### src/rtl/mmct_pkg.sv
// Package for the min/max calibration tracker: axis width, reset timeout
// and the operation codes. No dependencies.
package mmct_pkg;

  localparam int unsigned AXIS_BITS = 16;
  localparam int unsigned TIME_BITS = 32;

  localparam logic [TIME_BITS-1:0] TIMEOUT_RST = TIME_BITS'(5000);

  typedef enum logic {
    OP_START  = 1'b0,
    OP_SAMPLE = 1'b1
  } op_e;

  typedef logic signed [AXIS_BITS-1:0] axis_t;
  typedef logic [TIME_BITS-1:0] time_t;

endpackage

### src/rtl/axis_min_max_calibration_tracker.sv
// Top level of the min/max calibration tracker: input register, extreme
// update and timeout logic, result register. Depends on mmct_pkg.
//
//   channel  direction  handshake                 payload
//   in       sink       in_valid_i / in_stall_o   operation, x/y/z_sample, now_ms
//   out      source     out_valid_o / out_stall_i changed, done_res, finished_now,
//                                                 x/y/z_low, x/y/z_high
//   cfg      sink       cfg_wr_en_i               cfg_wr_data_i (idle_timeout_ms)
//
// One beat is taken every cycle unless a stalled result holds it back; its result
// passes through the input register and then the result register.
// The compare, subtract and timeout compare sit between those two registers.
// Reset clears the extremes and the last change time and marks calibration done.
// A stalled result holds; the input register still takes one more beat behind it.
module axis_min_max_calibration_tracker (
  input  logic                                   clk_i,
  input  logic                                   rst_ni,
  input  logic                                   in_valid_i,
  output logic                                   in_stall_o,
  input  logic                                   operation_i,
  input  logic signed [mmct_pkg::AXIS_BITS-1:0]  x_sample_i,
  input  logic signed [mmct_pkg::AXIS_BITS-1:0]  y_sample_i,
  input  logic signed [mmct_pkg::AXIS_BITS-1:0]  z_sample_i,
  input  logic        [mmct_pkg::TIME_BITS-1:0]  now_ms_i,
  output logic                                   out_valid_o,
  input  logic                                   out_stall_i,
  output logic                                   changed_o,
  output logic                                   done_res_o,
  output logic                                   finished_now_o,
  output logic signed [mmct_pkg::AXIS_BITS-1:0]  x_low_o,
  output logic signed [mmct_pkg::AXIS_BITS-1:0]  x_high_o,
  output logic signed [mmct_pkg::AXIS_BITS-1:0]  y_low_o,
  output logic signed [mmct_pkg::AXIS_BITS-1:0]  y_high_o,
  output logic signed [mmct_pkg::AXIS_BITS-1:0]  z_low_o,
  output logic signed [mmct_pkg::AXIS_BITS-1:0]  z_high_o,
  input  logic                                   cfg_wr_en_i,
  input  logic        [mmct_pkg::TIME_BITS-1:0]  cfg_wr_data_i
);
  import mmct_pkg::*;

  // Input register.
  logic  s1_vld_q;
  op_e   s1_op_q;
  axis_t s1_smp_q [3];
  time_t s1_now_q;

  // Calibration state; the extremes double as the result's extreme fields.
  axis_t lo_q [3];
  axis_t lo_d [3];
  axis_t hi_q [3];
  axis_t hi_d [3];
  time_t last_q;
  time_t last_d;
  logic  fin_q;
  logic  fin_d;
  time_t timeout_q;

  // Result register.
  logic  out_vld_q;
  logic  chg_q;
  logic  chg_d;
  logic  fin_now_q;
  logic  fin_now_d;

  logic  advance;
  logic  s1_load;
  time_t elapsed;

  assign advance    = s1_vld_q && (!out_vld_q || !out_stall_i);
  assign in_stall_o = s1_vld_q && !advance;
  assign s1_load    = in_valid_i && !in_stall_o;

  always_ff @(posedge clk_i or negedge rst_ni) begin
    if (!rst_ni) begin
      s1_vld_q <= 1'b0;
    end else if (s1_load) begin
      s1_vld_q <= 1'b1;
    end else if (advance) begin
      s1_vld_q <= 1'b0;
    end
  end

  always_ff @(posedge clk_i) begin
    if (s1_load) begin
      s1_op_q     <= op_e'(operation_i);
      s1_smp_q[0] <= x_sample_i;
      s1_smp_q[1] <= y_sample_i;
      s1_smp_q[2] <= z_sample_i;
      s1_now_q    <= now_ms_i;
    end
  end

  always_comb begin
    chg_d     = 1'b0;
    fin_now_d = 1'b0;
    fin_d     = fin_q;
    last_d    = last_q;
    lo_d      = lo_q;
    hi_d      = hi_q;
    elapsed   = '0;
    case (s1_op_q)
      OP_START: begin
        lo_d   = s1_smp_q;
        hi_d   = s1_smp_q;
        last_d = s1_now_q;
        fin_d  = 1'b0;
      end
      OP_SAMPLE: begin
        if (!fin_q) begin
          // Each axis lowers its minimum, or else raises its maximum.
          for (int a = 0; a < 3; a++) begin
            if (s1_smp_q[a] < lo_q[a]) begin
              lo_d[a] = s1_smp_q[a];
              chg_d   = 1'b1;
            end else if (s1_smp_q[a] > hi_q[a]) begin
              hi_d[a] = s1_smp_q[a];
              chg_d   = 1'b1;
            end
          end
          if (chg_d) begin
            last_d = s1_now_q;
          end
          elapsed = s1_now_q - last_d;
          if (elapsed > timeout_q) begin
            fin_d     = 1'b1;
            fin_now_d = 1'b1;
          end
        end
      end
      default: begin
        fin_d = fin_q;
      end
    endcase
  end

  always_ff @(posedge clk_i or negedge rst_ni) begin
    if (!rst_ni) begin
      for (int a = 0; a < 3; a++) begin
        lo_q[a] <= '0;
        hi_q[a] <= '0;
      end
      last_q <= '0;
      fin_q  <= 1'b1;
    end else if (advance) begin
      lo_q   <= lo_d;
      hi_q   <= hi_d;
      last_q <= last_d;
      fin_q  <= fin_d;
    end
  end

  always_ff @(posedge clk_i or negedge rst_ni) begin
    if (!rst_ni) begin
      timeout_q <= TIMEOUT_RST;
    end else if (cfg_wr_en_i) begin
      timeout_q <= cfg_wr_data_i;
    end
  end

  always_ff @(posedge clk_i or negedge rst_ni) begin
    if (!rst_ni) begin
      out_vld_q <= 1'b0;
    end else if (advance) begin
      out_vld_q <= 1'b1;
    end else if (!out_stall_i) begin
      out_vld_q <= 1'b0;
    end
  end

  always_ff @(posedge clk_i) begin
    if (advance) begin
      chg_q     <= chg_d;
      fin_now_q <= fin_now_d;
    end
  end

  assign out_valid_o    = out_vld_q;
  assign changed_o      = chg_q;
  assign done_res_o     = fin_q;
  assign finished_now_o = fin_now_q;
  assign x_low_o        = lo_q[0];
  assign x_high_o       = hi_q[0];
  assign y_low_o        = lo_q[1];
  assign y_high_o       = hi_q[1];
  assign z_low_o        = lo_q[2];
  assign z_high_o       = hi_q[2];

endmodule

### config.mk
export PLATFORM = sky130hd
export DESIGN_NAME = axis_min_max_calibration_tracker
export DESIGN_NICKNAME = d
export VERILOG_FILES = /design/src/rtl/mmct_pkg.sv /design/src/rtl/axis_min_max_calibration_tracker.sv
export SDC_FILE = /design/constraint.sdc
export NUM_CORES = 1
export LEC_CHECK = 0
export ABC_CLOCK_PERIOD_IN_PS = 10950
export BUFFER_PORTS_ARGS = -buffer_cell sky130_fd_sc_hd__buf_2
export CORE_MARGIN = 4
export CORE_UTILIZATION = 60
export DETAILED_ROUTE_END_ITERATION = 7
export GPL_ROUTABILITY_DRIVEN = 0
export PLACE_DENSITY = 0.84
export SETUP_SLACK_MARGIN = 0.2
export SYNTH_ARGS = -nofsm -noshare
export SYNTH_HDL_FRONTEND = slang
export SYNTH_SLANG_ARGS = --single-unit
### constraint.sdc
create_clock -name clk_i -period 10.95 [get_ports clk_i]
set_input_delay 1.095 -clock clk_i [delete_from_list [all_inputs] [get_ports clk_i]]
set_output_delay 1.095 -clock clk_i [all_outputs]
set_load 0.005 [all_outputs]
* After elaboration in Yosys (flattened, before gate mapping)
Cells that the tools add are included.
** Storage, ports and cells
- Input port bits :: 118
- Word-level logic and storage cells :: 88
- Output and inout port bits :: 101
- Bits in registers :: 246
** Cells by class
- $add $sub $neg :: 1
- Reductions and logical operators :: 17
- Equal/unequal tests :: 11
- Mux-type cells :: 33
- Bitwise operators :: 1
- $lt $le $gt $ge :: 7
** Operator list (count)
- $pmux W48 S2 :: 2
- $mux W16 :: 9
- $mux W32 :: 4
- $mux W48 :: 2
- $pmux W32 S2 :: 1
- $gt A16 B16 Y1 :: 3
- $lt A16 B16 Y1 :: 3
- $gt A32 B32 Y1 :: 1
- $sub A32 B32 Y32 :: 1
- $mux W1 :: 14
- $ne A2 B1 Y1 const B :: 7
- $reduce_and A4 Y1 :: 3
- $reduce_and A3 Y1 :: 3
- $ne A2 B2 Y1 const B :: 4
- $logic_not A1 Y1 :: 4
- $logic_and A1 B1 Y1 :: 3
- $pmux W1 S2 :: 1
- $reduce_and A2 Y1 :: 1
- $reduce_bool A2 Y1 :: 1
- $reduce_or A2 Y1 :: 1
- $logic_or A1 B1 Y1 :: 1
- $not A1 Y1 :: 1

* Depth between registers and ports, before layout
Gate-level depths: netlist of the first run.
- Depth after elaboration :: 17
- Mapped depth :: 37
- Mapped depth without buffers :: 36

* Worst setup path before layout of the first run
No wires, ideal clock.
- Path type :: flip-flop to flip-flop
- Start point :: register s1_smp_q[39] in the netlist's numbering
- End point :: register fin_now_q (netlist: finished_now_o), data pin
- Arrival time :: 6.640 ns
- Path buffers :: 1
- Stages on the path, launching flop included :: 36
- Clock period less this slack :: 6.899 ns
- Required time :: 10.692 ns
- Path slack :: 4.051 ns
- Library setup time :: 0.258 ns
- Path through :: edfxtp_1 > ha_1 > and3_4 > a221oi_2 > o22ai_1 > o31ai_2 > o2111ai_2 > nor3_4 > clkbuf_1 > o21ai_0 > ha_1 > inv_1 > ha_1 > nor2_1 > maj3_1 > a2111oi_0 > o31ai_1 > a31oi_1 > o311ai_2 > a21oi_2 > a41o_1 > a311oi_1 > o21bai_1 > xor2_1 > ha_1 > a21o_1 > a21oi_1 > nor2b_1 > o21ai_0 > nand2b_1 > a21oi_1 > nor2b_1 > o21ai_0 > nand2b_1 > o21ai_0 > nor3_1
** Between the ends
- Word-level cells in the longest chain between the ends :: 15
- Elaborated cells between the ends (all ways) :: 16
- Classes of those cells :: add/sub (1); order compare (3); mux (12)
** Ends and longest elaborated chain
- start, declared :: line axis_min_max_calibration_tracker.sv:44 : axis_t s1_smp_q [3];
- $gt A16 B16 Y1 :: line axis_min_max_calibration_tracker.sv:115 : end else if (s1_smp_q[a] > hi_q[a]) begin
- $mux W1 :: line axis_min_max_calibration_tracker.sv:115
- $mux W1 (*) :: line axis_min_max_calibration_tracker.sv:112 : if (s1_smp_q[a] < lo_q[a]) begin
- $mux W1 (*) :: line axis_min_max_calibration_tracker.sv:115
- $mux W1 (*) :: line axis_min_max_calibration_tracker.sv:112
- $mux W1 (*) :: line axis_min_max_calibration_tracker.sv:115
- $mux W1 (*) :: line axis_min_max_calibration_tracker.sv:112
- $mux W1 (*) :: line axis_min_max_calibration_tracker.sv:109 : if (!fin_q) begin
- $mux W1 (*) :: line axis_min_max_calibration_tracker.sv:101 : case (s1_op_q)
- $mux W32 (*) :: line axis_min_max_calibration_tracker.sv:120 : if (chg_d) begin
- $mux W32 (*) :: line axis_min_max_calibration_tracker.sv:109
- $mux W32 (*) :: line axis_min_max_calibration_tracker.sv:101
- $sub A32 B32 Y32 (*) :: line axis_min_max_calibration_tracker.sv:123 : elapsed = s1_now_q - last_d;
- $gt A32 B32 Y1 (*) :: line axis_min_max_calibration_tracker.sv:124 : if (elapsed > timeout_q) begin
- $mux W1 (*) :: line axis_min_max_calibration_tracker.sv:124
- end signal, assigned :: line axis_min_max_calibration_tracker.sv:173 : fin_now_q <= fin_now_d;
- end, declared :: line axis_min_max_calibration_tracker.sv:62 : logic fin_now_q;
Mark *: on every way between the ends. The rest lies on a longest branch, timed or not. The select of a mux whose other input is x is not followed.
A chain may end at the register's enable or synchronous reset.

* Worst setup path after layout of the first run
- Start point :: register s1_smp_q[31] in the netlist's numbering
- End point :: register fin_now_q (netlist: finished_now_o), data pin
** Between the ends
- Word-level cells in the longest chain between the ends :: 13
- Elaborated cells between the ends (all ways) :: 14
- Classes of those cells :: add/sub (1); order compare (3); mux (10)
** Ends and longest elaborated chain (line)
- $gt A16 B16 Y1 :: axis_min_max_calibration_tracker.sv:115
- $mux W1 :: axis_min_max_calibration_tracker.sv:115
- $mux W1 (*) :: axis_min_max_calibration_tracker.sv:112
- $mux W1 (*) :: axis_min_max_calibration_tracker.sv:115
- $mux W1 (*) :: axis_min_max_calibration_tracker.sv:112
- $mux W1 (*) :: axis_min_max_calibration_tracker.sv:109
- $mux W1 (*) :: axis_min_max_calibration_tracker.sv:101
- $mux W32 (*) :: axis_min_max_calibration_tracker.sv:120
- $mux W32 (*) :: axis_min_max_calibration_tracker.sv:109
- $mux W32 (*) :: axis_min_max_calibration_tracker.sv:101
- $sub A32 B32 Y32 (*) :: axis_min_max_calibration_tracker.sv:123
- $gt A32 B32 Y1 (*) :: axis_min_max_calibration_tracker.sv:124
- $mux W1 (*) :: axis_min_max_calibration_tracker.sv:124
Marks and branches as above.

==> results of run 1 <==
-- cell usage after synthesis (all sizes together) (4+ instances only) --
master,instances
mux2,63
xor2,15
o22ai,4
dfstp,6
nor2,33
a21o,28
a21boi,5
a211oi,5
o21ai,124
nor4,4
o21bai,6
nand3,15
nand2b,15
clkbuf,32
o311ai,4
o31ai,5
o21a,11
nand4,23
xnor2,15
ha,151
nand2,153
inv,148
mux2i,26
a21oi,71
o211ai,7
nor3,13
edfxtp,83
and4,4
a31oi,5
dfrtp,157
and3,5
nor2b,12
-- worst max-delay path by stage --
stage | start | to | slack (ns) | cells past startpoint
final | s1_smp_q[31] | finished_now_o | 2.91 | 34
after floorplan | s1_smp_q[39] | finished_now_o | 4.05 | 35
after detailed placement | s1_smp_q[31] | finished_now_o | 2.98 | 34
after CTS | s1_smp_q[31] | finished_now_o | 2.98 | 34
after global routing | s1_smp_q[31] | finished_now_o | 2.22 | 34
after global placement | s1_smp_q[31] | finished_now_o | 3.46 | 34
-- cells by family (layout without fill, tap and decap cells) --
logic type                 Yosys count  count (layout)  share of synthesized area (%)
AOI/OAI and AO/OA                  312             312                           14.5
and+or+nand+nor                    294             294                           10.1
DFF                                246             246                           47.6
buffers and inverters              182             422                           4.95
adders and majority gates          154             154                           13.9
muxes                               89              89                           7.04
xor gates and xnor gates            30              30                           1.90
-- state kept, by name, summed over array words and instances (netlist names), 16 cells and up --
signal and flops:
z_high_o 16, timeout_q 32, z_low_o 16, y_high_o 16, last_q 32, x_low_o 16, s1_smp_q 48, y_low_o 16
s1_now_q 32, x_high_o 16
-- layout by cell type, fill, tap and decap left out, types with 8 or more instances in the layout --
master and instances:
a21o_1 28, a21oi_1 67, buf_2 217, clkbuf_1 8, clkbuf_16 27, dfrtp_1 157, edfxtp_1 83, ha_1 151
inv_1 148, mux2_2 63, mux2i_1 25, nand2_1 152, nand2b_1 15, nand3_1 14, nand4_1 23, nor2_1 33
nor2b_1 12, nor3_1 12, o21a_1 10, o21ai_0 118, xnor2_1 15, xor2_1 15
-- per-layer routing --
layer	track usage [%]	wire length, µm	up-vias	part of all wire [%]
met2	41.9	15600	354	48
met3	3.61	1910	72	5.9
met5	0	7	-	0.022
met4	7.86	950	2	2.9
li1	-	-	5094	-
met1	34.3	14100	5083	43
-- report_power, final --
part           leakage (nW)  internal [mW]  switching [mW]
Combinational          4.57          0.545           0.678
Clock                 0.428          0.532           0.354
Sequential             2.75           1.17           0.144
Total                  7.75           2.25            1.18
-- stage by stage --
| step | worst slack, ns | total power [mW] | hold WS [ns] | util [%] | cell area [µm²] |
|---|---|---|---|---|---|
| after global routing | 2.22 | 3.67 | 0.516 | 71.0 | 16100 |
| after CTS | 2.98 | 3.45 | 0.505 | 71.0 | 16100 |
| after floorplan | 4.05 | 2.10 | 0.450 | - | 13800 |
| final | 2.91 | 3.43 | 0.501 | 71.0 | 16100 |
| after detailed placement | 2.98 | 2.54 | 0.492 | 67.2 | 15200 |
| after global placement | 3.46 | 2.48 | 0.468 | 67.2 | 15200 |
-- worst max-delay path, delay by kind of cell, from the launching register on --
family          cells  cell delay [ns]
simple gates       11             1.82
buf+inv             1             0.10
flops               1             0.44
compound gates     16             3.90
fa+ha+maj           5             1.41
xor+xnor            1             0.09
-- cell type report --
class                   count  share of cell area, %
well taps                 285                   2.22
flip-flops and latches    246                   40.9
multi-input cells         879                   40.9
inverters                 149                   3.48
repair buffers            225                   7.15
clock buffers              40                   4.82
clock inverters             8                  0.552
==> impl_metrics.toml, run 1 <==
[outcome]
status = "complete, no violations"

[timing]
setup_viol = 0
hold_viol = 0
max_slew_margin_pct = 17.8
fmax_mhz = 124
rsz0062_at_grt = "false"
timing.final.crit_share_pct = 73.4
min_period_ns = 8.04
skew_ns = 0.0102
tightest_slew_ns = 1.23
slew_viol_final = 0
fin_tns_setup_ns = 0

[min_path]
worstHoldPathType = "reg2reg"
min_to = "last_q[22]"
hold_depth = 1
hp-start = "last_q[22]"

[logic_synthesis]
seq_area_frac_synth_pct = 47.6
syn-cell-area_um2 = 13800
netlist_top_cells_area = "dfrtp_1 (28%), edfxtp_1 (18%), ha_1 (14%), mux2_2 (5.1%), o21ai_0 (4.3%)"
synthDistinctLibCells = 82
synth_edf_count = 83
synthCells = 1307
avgSynthCellArea_um2 = 10.6
yosysWarnings = 0
synth-seq-cells = 246
yosysTopAreaCellShare_pct = 28.4
synth.net_count = 1576
synth_top_area_cell = "dfrtp_1"
async_flop_share_pct = 66.3
synthFlopType = "dfrtp_1"

[die]
initial_core_util_pct = 61.1
die_y_um = 160
die_area_um2 = 25500
num_io_pins = 219
die_x_um = 160
rows = 55
coreArea_um2 = 22600

[cts]
clock_path_buffers = 3
clk_latency_ns = 0.53
cts_sinks = 246
cts_htree_levels = 1
cts.clk_slew.worst_paths_ns = 0.06
cts_tree = "yes"
post-cts-setup-buffers = 0
hold_buffers = 0
cts-root-buf = "clkbuf_16"
cts_made_buffers = 26
cts_resized = 0

[cells_and_area]
drive_gt1_share_pct = 23.4
regArea_um2 = 6580
multi_input_comb_area_um2 = 6580
fill_cells = 1643
syn2layout_area_growth_pct = 16.4
final-instance-count-excl-fill = 1832
antennaDiodeCount = 0
final_net_count = 1796

[worst_setup_path]
r2r.worst_path.cells = 34
arrival_ns = 8.31
r2r_end = "finished_now_o"
cp_max_fo = 17
slowest_delay_ns = 0.64
reg2reg_from = "s1_smp_q[31]"
start_kind = "register"
cp.required_ns = 11.22
critPathKind = "reg2reg"
end_kind = "register"
slowest_stage = "a2111oi_0"
rrSetupSlack_ns = 2.91

[routing]
vias = 10605
dr.pass1.iters = 5
vias_per_cell = 5.79
wl_per_cell_um = 17.8
ant_nets = 0
route.detailed.drc = 0
drt_iter0_drc = 725
wl_mm = 32.6

[global_route]
gr-total-overflow = 0
grtUsageTotal_pct = 25.1
antenna_found_initial = 1
grt_pass1_wl_mm = 53.4
grt_start_max_net_pins = 96
first_global_vias = 10721

[placement]
hpwl_mm = 23.9
portBuffers = 218
place_inst = 1784

[pwr]
p_per_area_nw_per_um2 = 213
p_leak_nw = 7.75
ir_drop_mv = 0.169

[flow_run]
drv_cap = 0
Note: power is estimated with default switching activity, not from simulation.
==> run 2: changes to the inputs <==
- ABC_CLOCK_PERIOD_IN_PS: 10950 -> 7400
- CORE_UTILIZATION: 60 -> 58
- PLACE_DENSITY: 0.84 -> 0.81
- clock period: 10.95 -> 7.4 ns (I/O delays scaled with it)
==> impl_metrics.toml, run 2 (same netlist as run 1, synthesis figures left out) <==
[die]
initial_core_util_pct = 58.9
die_y_um = 162
coreArea_um2 = 23500
die_x_um = 162
num_io_pins = 219
rows = 56
die_area_um2 = 26400

[timing]
min_period_ns = 6.89
skew_ns = 0.0137
rsz0062_at_grt = "false"
setup_viol = 0
fmax_mhz = 145
layout_setup_ws_ns = 0.505
hold_slack_ns = 0.277
hold_viol = 0
timing.final.crit_share_pct = 93.2
tightest_slew_ns = 1.21
slew_viol_final = 0
max_slew_margin_pct = 19.2

[cells_and_area]
regArea_um2 = 6580
syn2layout_area_growth_pct = 18.0
fill_cells = 1727
multi_input_comb_area_um2 = 6730
final_net_count = 1802
antennaDiodeCount = 0
fin_util_pct = 69.5
top_register = "s1_smp_q"
drive_gt1_share_pct = 24.6
largest_reg_flops = 48
final_cell_mix = "buf_2 (217), dfrtp_1 (157), nand2_1 (153)"
mostFrequentLayoutCell = "buf_2"

[global_route]
antenna_found_initial = 4
first_global_vias = 10532
grt_start_max_net_pins = 91
grt_pass1_wl_mm = 52.4
grtUsageTotal_pct = 24.3
gr-total-overflow = 0

[worst_setup_path]
cp.required_ns = 7.66
slowest_delay_ns = 0.45
critPathKind = "reg2reg"
critical-path-top-delay-family = "compound AO/OA/AOI/OAI gates"
start_kind = "register"
slowest_stage = "nor4_2"
cp_num_buf_inv = 2
crit_path_start = "s1_smp_q[31]"
end_kind = "register"
cp_max_fo = 13
reg2reg_from = "s1_smp_q[31]"
arrival_ns = 7.16

[routing]
dr.pass1.iters = 5
vias_per_cell = 5.67
ant_nets = 0
drt_iter0_drc = 682
wl_per_cell_um = 17.6
route.detailed.drc = 0
wl_mm = 32.9
vias = 10609

[cts]
clock_path_buffers = 3
cts_sinks = 246
cts_htree_levels = 1
clk_latency_ns = 0.53
cts_tree = "yes"
cts.clk_slew.worst_paths_ns = 0.06
cts-root-buf = "clkbuf_16"
cts_made_buffers = 26

[placement]
hpwl_mm = 24.0
place_ws_ns = -0.0467
portBuffers = 218

[flow_run]
drv_cap = 0

[pwr]
p_per_area_nw_per_um2 = 312
p_total_mw = 5.09
p_leak_nw = 7.77
ir_drop_mv = 0.263

[outcome]
status = "complete, no violations"

[min_path]
worstHoldPathType = "in2async"
run 2: power by group:
part	switching, mW	internal, mW	total (mW)	leakage (nW)
Combinational	1.03	0.827	1.86	4.62
Sequential	0.217	1.74	1.95	2.75
Clock	0.514	0.767	1.28	0.409
run 2: final timing paths:
check                                  to  slack (ns)  cells after the start
min in group clk_i           s1_smp_q[31]        0.39                      1
setup / recovery           finished_now_o        0.51                     34
setup reg to reg           finished_now_o        0.51                     34
hold reg to reg               out_valid_o        0.50                      1
max in group asynchronous      last_q[13]        5.63                      2
hold / removal                 y_low_o[9]        0.28                      1
run 2: worst register-to-register path: cells and delay by family (launching register included):
kind	cells	cell delay, ns
AND/OR/NAND/NOR	10	1.64
AO/OA/AOI/OAI	17	3.04
XOR/XNOR	1	0.15
flip-flops	1	0.44
buffers and inverters	2	0.32
adder cells (fa/ha/maj)	4	1.05
run 2: stage by stage:
step                setup TNS, ns  cell area [µm²]  std cells
floorplan                       0            13800       1307
global placement                0            15300       1821
detailed placement        -0.0467            15300       1821
CTS                             0            16200       1869
global route                    0            16300       1872
finish                          0            16300       1872
run 2: per-layer routing:
layer	up-vias	track usage (%)	share of wire, %
li1	5106	-	-
met1	5058	32.7	42
met2	358	40.6	48
met3	79	4.88	7.1
met5	-	0	0.13
met4	8	6.84	2.9
run 2: repair_timing:
item,in CTS,in global routing
resized for setup,8,24
hold endpoints to repair,0,0
buffers inserted,0,3
pin swaps,0,10
hold buffers,0,0
endpoints found under the setup margin,2,2
run 2: area by class of cell:
type	instances	share of cell area, %
Multi-Input combinational cell	879	41.3
Sequential cell	246	40.3
Timing Repair Buffer	231	7.35
Clock buffer	46	4.95
Inverter	149	3.43
Tap cell	319	2.45
Clock inverter	2	0.215
==> run 3: changes to the inputs <==
- ABC_AREA: unset -> 1
- REMOVE_ABC_BUFFERS: unset -> 1
==> impl_metrics.toml, run 3 <==
[global_route]
first_global_vias = 12303
gr-total-overflow = 0
grt_start_max_net_pins = 91
grt_pass1_wl_mm = 59.2
grtUsageTotal_pct = 25.3
antenna_found_initial = 11

[logic_synthesis]
netlist_top_cells_area = "dfrtp_1 (27%), edfxtp_1 (17%), ha_1 (13%), nand2_1 (11%), inv_1 (6.8%)"
yosysWarnings = 0
synth.most_common_cell = "nand2_1"
synthFlopType = "dfrtp_1"
synth-seq-cells = 246
avgSynthCellArea_um2 = 8.38
synthCells = 1733
seq_area_frac_synth_pct = 45.3
yosysTopAreaCellShare_pct = 27.1
synth_edf_count = 83
synthDistinctLibCells = 49
yosys-top-cells-count = "nand2_1 (410), inv_1 (264), o21ai_0 (181)"
async_flop_share_pct = 66.3
syn-cell-area_um2 = 14500
synth_top_area_cell = "dfrtp_1"

[worst_setup_path]
cp_common_cell = "nand2_1"
cp_num_buf_inv = 3
rrSetupSlack_ns = 1.20
start_kind = "register"
end_kind = "register"
slowest_stage = "inv_2"
cp_max_fo = 42
slowest_delay_ns = 0.51
cp.required_ns = 7.78
arrival_ns = 6.58
critical-path-top-delay-family = "simple AND/OR/NAND/NOR gates"
critPathKind = "reg2reg"

[timing]
slew_viol_final = 0
fin_tns_setup_ns = 0
fmax_mhz = 161
min_period_ns = 6.20
max_slew_margin_pct = 25.7
tightest_slew_ns = 1.11
timing.final.crit_share_pct = 83.8
hold_viol = 0
setup_viol = 0
skew_ns = 0.00950
rsz0062_at_grt = "false"

[flow_run]
drv_cap = 0

[cells_and_area]
fin_area_um2 = 16800
largest_reg_flops = 48
drive_gt1_share_pct = 16.4
top_register = "s1_smp_q"
final_net_count = 2212
final_cell_mix = "nand2_1 (410), inv_1 (263), buf_2 (217)"
mostFrequentLayoutCell = "nand2_1"
syn2layout_area_growth_pct = 15.7

[cts]
cts_resized = 0
cts_made_buffers = 27
clock_path_buffers = 3
cts_sinks = 246
cts_htree_levels = 1
cts.clk_slew.worst_paths_ns = 0.06
hold_buffers = 0
clk_latency_ns = 0.54
cts-root-buf = "clkbuf_16"
post-cts-setup-buffers = 0
cts_tree = "yes"

[routing]
vias_per_cell = 5.38
wl_mm = 35.7
drt_iter0_drc = 1066
vias = 12326
dr.pass1.iters = 6
ant_nets = 0
route.detailed.drc = 0
wl_per_cell_um = 15.6

[die]
die_area_um2 = 27600
num_io_pins = 219
die_y_um = 166
initial_core_util_pct = 59.3
rows = 57
die_x_um = 166
coreArea_um2 = 24500

[min_path]
worstHoldPathType = "in2async"

[placement]
portBuffers = 218
hpwl_mm = 26.5
placed_cell_area_um2 = 15900

[pwr]
p_leak_nw = 8.55
p_per_area_nw_per_um2 = 331
ir_drop_mv = 0.248

[outcome]
status = "complete, no violations"
run 3: cell count changes after synthesis, moves of 12 or more:
cell      delta
xnor2_1     -13
mux2i_1     -18
inv_1      +116
mux2_2      -62
nand2b_1    -15
a21o_1      -25
nor2b_1     -12
o211ai_1    +12
a21oi_1     +59
nand2_1    +257
nand3_1     +25
nand2_2     +20
nor2_1      +79
o21ai_0     +63
run 3: cell families after synthesis:
| family | synth area share [%] |
|---|---|
| AOI/OAI and AO/OA | 13.6 |
| xor gates and xnor gates | 0.845 |
| adders and majority gates | 13.0 |
| buffers and inverters | 8.12 |
| DFF | 45.3 |
| muxes | 0.560 |
| and+or+nand+nor | 18.5 |
run 3: layout make-up:
class / count / area, µm²
multi-input cells: 1176 / 6770
inverters: 267 / 1000
fillers: 1957 / 7670
diodes: 5 / 12.5
well taps: 324 / 405
clock inverters: 10 / 86.3
repair buffers: 225 / 1150
flip-flops and latches: 246 / 6580
clock buffers: 40 / 786
run 3: metal layers:
metal / share of wire [%] / GRT usage (%) / vias to the layer above
met5: 0.22 / 0 / -
met4: 2.8 / 7.53 / 14
met3: 7.9 / 6.47 / 86
met2: 46 / 40.8 / 413
met1: 43 / 34.0 / 5679
li1: - / - / 6134
run 3: final timing paths:
| path | from | to | cells past startpoint |
|---|---|---|---|
| worst min register to register | last_q[17] | last_q[17] | 2 |
| worst max register to register | s1_smp_q[27] | finished_now_o | 30 |
| worst min-delay path | rst_ni | z_low_o[4] | 1 |
| worst max-delay path | s1_smp_q[27] | finished_now_o | 30 |
| min in group clk_i | y_sample_i[13] | s1_smp_q[29] | 1 |
| max in group asynchronous | rst_ni | last_q[6] | 2 |
run 3: where the power goes:
part           switching (mW)  total (mW)  leakage, nW  internal, mW
Sequential              0.229        2.05         2.74          1.82
Clock                   0.540        1.31        0.422         0.770
Combinational            1.37        2.20         5.39         0.830
run 3: metrics by stage:
stage               hold slack, ns  power, mW  instances  setup slack (ns)  utilization (%)
global placement             0.439       4.13       2238              1.44             65.0
global route                 0.351       6.01       2292             0.529             68.6
CTS                          0.338       5.58       2288              1.24             68.6
floorplan                    0.434       3.42       1689              2.28                -
detailed placement           0.462       4.24       2238              1.29             65.0
finish                       0.277       5.56       2293              1.20             68.7
